**config.mk**
```make
export PLATFORM = sky130hd
export DESIGN_NAME = id_slot_map_table_top
export DESIGN_NICKNAME = d
export VERILOG_FILES = /design/src/rtl/idsm_pkg.sv /design/src/rtl/id_slot_map_table_top.sv
export VERILOG_INCLUDE_DIRS = /design/src /design/src/rtl
export SDC_FILE = /design/constraint.sdc
export NUM_CORES = 2
export LEC_CHECK = 0
export BUFFER_PORTS_ARGS = -buffer_cell sky130_fd_sc_hd__buf_2
export CORE_MARGIN = 3
export CORE_UTILIZATION = 32
export CTS_BUF_LIST = sky130_fd_sc_hd__clkbuf_4 sky130_fd_sc_hd__clkbuf_8
export DETAILED_ROUTE_END_ITERATION = 16
export PLACE_DENSITY_LB_ADDON = 0.1
export RECOVER_POWER = 50
export SLEW_MARGIN = 25
export SYNTH_ARGS = -nofsm -noshare
export SYNTH_HDL_FRONTEND = slang
export SYNTH_SLANG_ARGS = --single-unit
```
**constraint.sdc**
```tcl
create_clock -name clk -period 8.2 [get_ports clk]
set_input_delay 1.64 -clock clk [delete_from_list [all_inputs] [get_ports clk]]
set_output_delay 1.64 -clock clk [all_outputs]
set_load 0.01 [all_outputs]
```
**src/rtl/assert_macros.svh**
```systemverilog
// Assertion macros shared by the RTL.
// Define ASSERT_OFF to compile every check away.
`ifndef ASSERT_MACROS_SVH
`define ASSERT_MACROS_SVH

`ifndef ASSERT_OFF

// Condition holds on every clock edge outside reset.
`define ASSERT_ALWAYS(label, clk, rst, cond) \
  label: assert property (@(posedge clk) disable iff (rst) (cond)) \
    else $error("assertion failed: always");

// Antecedent implies consequent in the same cycle.
`define ASSERT_IMPLY(label, clk, rst, ante, cons) \
  label: assert property (@(posedge clk) disable iff (rst) (ante) |-> (cons)) \
    else $error("assertion failed: implication");

// Antecedent implies consequent in the next cycle.
`define ASSERT_NEXT(label, clk, rst, ante, cons) \
  label: assert property (@(posedge clk) disable iff (rst) (ante) |=> (cons)) \
    else $error("assertion failed: next-cycle implication");

`else

`define ASSERT_ALWAYS(label, clk, rst, cond)
`define ASSERT_IMPLY(label, clk, rst, ante, cons)
`define ASSERT_NEXT(label, clk, rst, ante, cons)

`endif

`endif

```
**src/rtl/idsm_pkg.sv**
```systemverilog
package idsm_pkg;

  // Field widths fixed by the interface
  localparam int OP_W     = 2;
  localparam int KEY_W    = 32;
  localparam int STATUS_W = 3;
  localparam int SLOT_W   = 6;

  // Default table size
  localparam int SLOTS_DEFAULT = 64;

  // Operation codes; the unused code behaves as a lookup
  localparam logic [OP_W-1:0] OP_LOOKUP = 2'd0;
  localparam logic [OP_W-1:0] OP_GET    = 2'd1;
  localparam logic [OP_W-1:0] OP_FREE   = 2'd2;

  // Status codes
  localparam logic [STATUS_W-1:0] ST_FOUND  = 3'd0;
  localparam logic [STATUS_W-1:0] ST_ALLOC  = 3'd1;
  localparam logic [STATUS_W-1:0] ST_FULL   = 3'd2;
  localparam logic [STATUS_W-1:0] ST_ABSENT = 3'd3;
  localparam logic [STATUS_W-1:0] ST_ZERO   = 3'd4;

endpackage

```
**src/rtl/id_slot_map_table_top.sv**
```systemverilog
// Channel   Handshake              Payload
// request   start, accepted !busy  operation, key_id
// result    done, one-cycle strobe status, slot_index
//
// A zero id answers in the cycle after acceptance, without a scan.
// Any other request scans the filled range of the slot memory, one read a
// cycle through its single read port, ending early on a match. busy stays
// high until the result beat. Reset clears the fill count and control
// state, not the slot memory; slots at or above the count are never read
// before being written, so no clearing pass is needed. Results cannot stall.
`include "assert_macros.svh"

module id_slot_map_table_top #(
  parameter int SLOTS = idsm_pkg::SLOTS_DEFAULT
) (
  input  logic                           clk,
  input  logic                           rst,
  input  logic                           start,
  output logic                           busy,
  input  logic [idsm_pkg::OP_W-1:0]      operation,
  input  logic [idsm_pkg::KEY_W-1:0]     key_id,
  output logic                           done,
  output logic [idsm_pkg::STATUS_W-1:0]  status,
  output logic [idsm_pkg::SLOT_W-1:0]    slot_index
);
  import idsm_pkg::*;

  localparam int AW = $clog2(SLOTS);
  localparam int FW = $clog2(SLOTS + 1);

  localparam logic [0:0] S_IDLE = 1'b0;
  localparam logic [0:0] S_SCAN = 1'b1;

  logic [0:0]       state;
  logic [OP_W-1:0]  op_q;
  logic [KEY_W-1:0] key_q;
  logic [FW-1:0]    fill_count;
  logic [FW-1:0]    iss;
  logic [AW-1:0]    cmp_idx;
  logic             cmp_vld;
  logic             free_found;
  logic [AW-1:0]    free_idx;

  logic [KEY_W-1:0] slot_mem [SLOTS];
  logic [KEY_W-1:0] rdata;

  logic             hit;
  logic             scan_end;
  logic             room;
  logic             mem_we;
  logic [AW-1:0]    mem_waddr;
  logic [KEY_W-1:0] mem_wdata;
  logic [AW+SLOT_W-1:0] hit_ext;
  logic [AW+SLOT_W-1:0] fill_ext;
  logic [AW+SLOT_W-1:0] free_ext;

  assign busy     = (state == S_SCAN);
  assign hit      = cmp_vld && (rdata == key_q);
  assign scan_end = (state == S_SCAN) && (hit || (!cmp_vld && (iss == fill_count)));
  assign room     = (fill_count < FW'(SLOTS));
  assign hit_ext  = {{SLOT_W{1'b0}}, cmp_idx};
  assign fill_ext = {{SLOT_W{1'b0}}, fill_count[AW-1:0]};
  assign free_ext = {{SLOT_W{1'b0}}, free_idx};

  // Pick the write-back at the end of a scan
  always_comb begin
    mem_we    = 1'b0;
    mem_waddr = cmp_idx;
    mem_wdata = '0;
    if (scan_end) begin
      if (hit) begin
        if (op_q == OP_FREE) begin
          mem_we = 1'b1;
        end
      end else if (op_q == OP_GET) begin
        if (room) begin
          mem_we    = 1'b1;
          mem_waddr = fill_count[AW-1:0];
          mem_wdata = key_q;
        end else if (free_found) begin
          mem_we    = 1'b1;
          mem_waddr = free_idx;
          mem_wdata = key_q;
        end
      end
    end
  end

  // Slot memory: one write port, one registered read port
  always_ff @(posedge clk) begin
    if (mem_we) begin
      slot_mem[mem_waddr] <= mem_wdata;
    end
    rdata <= slot_mem[iss[AW-1:0]];
  end

  // Sequencer, scan pipeline and result beat
  always_ff @(posedge clk) begin
    if (rst) begin
      state      <= S_IDLE;
      fill_count <= '0;
      done       <= 1'b0;
      cmp_vld    <= 1'b0;
      free_found <= 1'b0;
      iss        <= '0;
    end else begin
      done <= 1'b0;
      unique case (state)
        S_IDLE: begin
          if (start) begin
            op_q       <= operation;
            key_q      <= key_id;
            iss        <= '0;
            cmp_vld    <= 1'b0;
            free_found <= 1'b0;
            if (key_id == '0) begin
              done       <= 1'b1;
              status     <= ST_ZERO;
              slot_index <= '0;
            end else begin
              state <= S_SCAN;
            end
          end
        end
        S_SCAN: begin
          // Issue the next read while the range lasts
          if (iss != fill_count) begin
            iss     <= iss + FW'(1);
            cmp_idx <= iss[AW-1:0];
            cmp_vld <= 1'b1;
          end else begin
            cmp_vld <= 1'b0;
          end
          // Note the lowest free slot seen
          if (cmp_vld && !hit && (rdata == '0) && !free_found) begin
            free_found <= 1'b1;
            free_idx   <= cmp_idx;
          end
          // Finish: answer and update the fill count
          if (scan_end) begin
            state <= S_IDLE;
            done  <= 1'b1;
            if (hit) begin
              status     <= ST_FOUND;
              slot_index <= hit_ext[SLOT_W-1:0];
              if ((op_q == OP_FREE) && (FW'(cmp_idx) + FW'(1) == fill_count)) begin
                fill_count <= fill_count - FW'(1);
              end
            end else if (op_q == OP_GET) begin
              if (room) begin
                status     <= ST_ALLOC;
                slot_index <= fill_ext[SLOT_W-1:0];
                fill_count <= fill_count + FW'(1);
              end else if (free_found) begin
                status     <= ST_ALLOC;
                slot_index <= free_ext[SLOT_W-1:0];
              end else begin
                status     <= ST_FULL;
                slot_index <= '0;
              end
            end else begin
              status     <= ST_ABSENT;
              slot_index <= '0;
            end
          end
        end
        default: begin
          state <= S_IDLE;
        end
      endcase
    end
  end

  // Checks
  `ASSERT_ALWAYS(a_fill_bound, clk, rst, fill_count <= FW'(SLOTS))
  `ASSERT_IMPLY(a_slot_zero, clk, rst, done && (status != ST_FOUND) && (status != ST_ALLOC), slot_index == '0)
  `ASSERT_NEXT(a_accept_progress, clk, rst, start && !busy, busy || done)
  `ASSERT_IMPLY(a_read_in_range, clk, rst, busy && cmp_vld, FW'(cmp_idx) < fill_count)

endmodule
```
==> run metrics <==
reg2reg setup slack 1750 ps; Worst-Skew Late Latency between 1000 and 1500 ps; Net Sw Frac 21.56%; CTS Sinks 2,153; max-cap viol count 8; Initial Util ~32%; clock buffer depth 4; post-layout total power ~23 mW; top cell type's share of synthesized area 76.38%; Clock Skew 67.14 ps; initial antenna violation count 11; share of layout cells above drive strength 1 35.86%; main flop type after synthesis edfxtp_1; Worst path slowest cell dfxtp_1; WL final 248.8 mm; CP Cell Sequence xnor2_1 -> nand4_2 -> nor3_4 -> buf_4 -> and2_1; largest net degree at the start of global routing 99; placed cell area a little under 0.09 mm^2; LEAKAGE about 28 nW; worst rel slew slack -95.01%; critical path launch point type register; setup bufs post-CTS 0; syn avg cell area 23.73 um^2; Slew Viols, Final 307; stages on the worst setup path 5; area of the multi-input gates approximately 0.018 mm^2; worst hold slack 526.3 ps; run status finished, violations left; CP peak stage delay roughly 2200 ps; VDD IR-drop max about 0.16 mV; GP Congestion 0.8273; Mapped Cells 3,484; row count 185; arrival time at the worst endpoint roughly 7000 ps; Synth warnings 0; fmax 155.0 MHz; final setup TNS 0 ps; Clock transition at path regs around 70 ps; cts hold-fix bufs 0; cell depth of the worst flop-to-flop path 5; Seq pwr share 53.1%; Die X slightly above 500 um; Post-Layout Inst Area 0.09535 mm^2; Net count, final 3,938; register area share after synthesis 77.59%; Pre-antenna DRT Iters 8; critical-path maximum fanout 64; CP Buf/Inv Count 1; Hold Path Cell Cnt 2; EDFF count, synth 2,103; via/cell ratio roughly 5.2; most frequent cells in the layout edfxtp_1, mux4_2, clkbuf_8; clock power share 43.1%; vias in the first global route 40,970; final setup fails 0; Filler cells 23,240; die area 0.2645 mm^2; Mapped Nets roughly 3,500; core footprint between 0.2 and 0.3 mm^2; Via Count 39,400; gr usage total 18.70%; PD cells 238.6 mW/mm^2; IO buf count 47; FFs w/ async S/R, synth 0%; Top delay family on crit path simple AND/OR/NAND/NOR gates; DRT iter0 DRCs 3,616; Placed Cells between 6,000 and 7,000; Detail Route Antenna Nets 0; CTS tree built; Hold Crit Class reg2reg; die height about 500 um; RSZ-0062 raised after global routing no; failing checks max-capacitance violations, max-slew violations; Post-DP HPWL about 130 mm; final cycle utilization of the critical path 78.67%; internal power of the cells 17.84 mW; Area Overhead vs Synth 15.33%; DRC 0; critical path start-end classification reg2reg; Final min period 6451 ps; top area cells in the synthesized netlist edfxtp_1, mux4_2, dfxtp_1, a22oi_1, xor2_1; Worst-Margin Slew about 3000 ps; I/O pins 48; Hold Fails Final Rpt 0; Gate power share 3.7%; CTS Root Cell clkbuf_8; Inserted Clock Buffers 388; global route overflow 0; synthesized cell area 0.08268 mm^2; Yosys reg bits 2,153; PostCTS Resize Cnt 0; final cell count without fillers about 7,600; Critical Path End Type register; commonest non-fill, non-tap cell in the layout edfxtp_1; wire length per cell between 30 and 40 um; library cells used by synthesis 71; P_sw around 4.9 mW; Synth area leader edfxtp_1; Sequential Area approximately 0.064 mm^2; first-pass GRT wire length 343.2 mm; required time of the critical path 8610 ps; H-tree depth 5
[state kept, by name (all words and copies together) (netlist names), 2 cells and up]
signal,flops
slot_mem,2048
key_q,32
rdata,32
fill_count,7
iss,7
cmp_idx,6
free_idx,6
slot_index,6
status,3
op_q,2
[cell usage after synthesis (9+ instances only)]
cell / count
buf_2: 64
nand3_1: 14
edfxtp_1: 2103
nor3_1: 52
o22ai_1: 17
inv_1: 11
a22oi_1: 56
xnor2_1: 13
mux4_2: 640
buf_1: 30
nand2_1: 41
dfxtp_1: 50
clkbuf_1: 82
a21oi_1: 11
nor4_1: 33
o21ai_0: 9
xor2_1: 38
nor2_1: 58
and2_1: 37
[cell type report]
class | count | area share, %
Antenna cell | 10 | 0.02624
Clock buffer | 541 | 6.923
Clock inverter | 134 | 0.8595
Inverter | 12 | 0.04724
Multi-Input combinational cell | 1131 | 18.94
Sequential cell | 2153 | 67.29
Tap cell | 3366 | 4.417
Timing Repair Buffer | 206 | 1.504
[layer usage]
layer	wire length, um	GRT usage, %	up-vias
li1	-	-	15910
met1	113300	26.91	21890
met2	117100	29.46	1239
met3	13280	3.527	363
met4	5133	4.395	0
met5	0	0	-
[cell families (layout without fill, tap and decap cells)]
group	Yosys count	after routing	synth area share, %
muxes	648	648	17.53
other	0	10	0
adders and majority gates	9	9	0.1453
buffers and inverters	200	893	1.093
DFF	2153	2153	77.59
and+or+nand+nor	283	283	1.802
xor gates and xnor gates	51	51	0.5402
AOI/OAI and AO/OA	140	140	1.301
[per-stage QoR]
stage	worst slack (ps)	util (%)
2_1_floorplan	2718	-
3_3_place_gp	2957	34.42
3_5_place_dp	3096	34.43
4_1_cts	3096	37.33
5_1_grt	1413	37.31
6_report	1749	37.31
[power groups by stage]
stage          combinational, mW  clock (mW)  sequential [mW]
2_1_floorplan              0.618           0             12.3
3_3_place_gp               0.876           0             12.3
3_5_place_dp               0.876           0             12.3
4_1_cts                    0.878        10.1             12.1
5_1_grt                    0.918        10.6             12.1
6_report                   0.852        9.81             12.1
[path summary, 6_finish.rpt]
path	startpoint	endpoint
setup / recovery	iss[1]	slot_mem[23][4]
hold / removal	free_found	free_found
setup reg to reg	iss[1]	slot_mem[23][4]
hold reg to reg	free_found	free_found
[worst register-to-register path: stages (launching register included)]
cell and delay (ps):
dfxtp_1 2210, xnor2_1 260, nand4_2 360, nor3_4 260
buf_4 450, and2_1 2220
(Power assumes the default switching activity.)
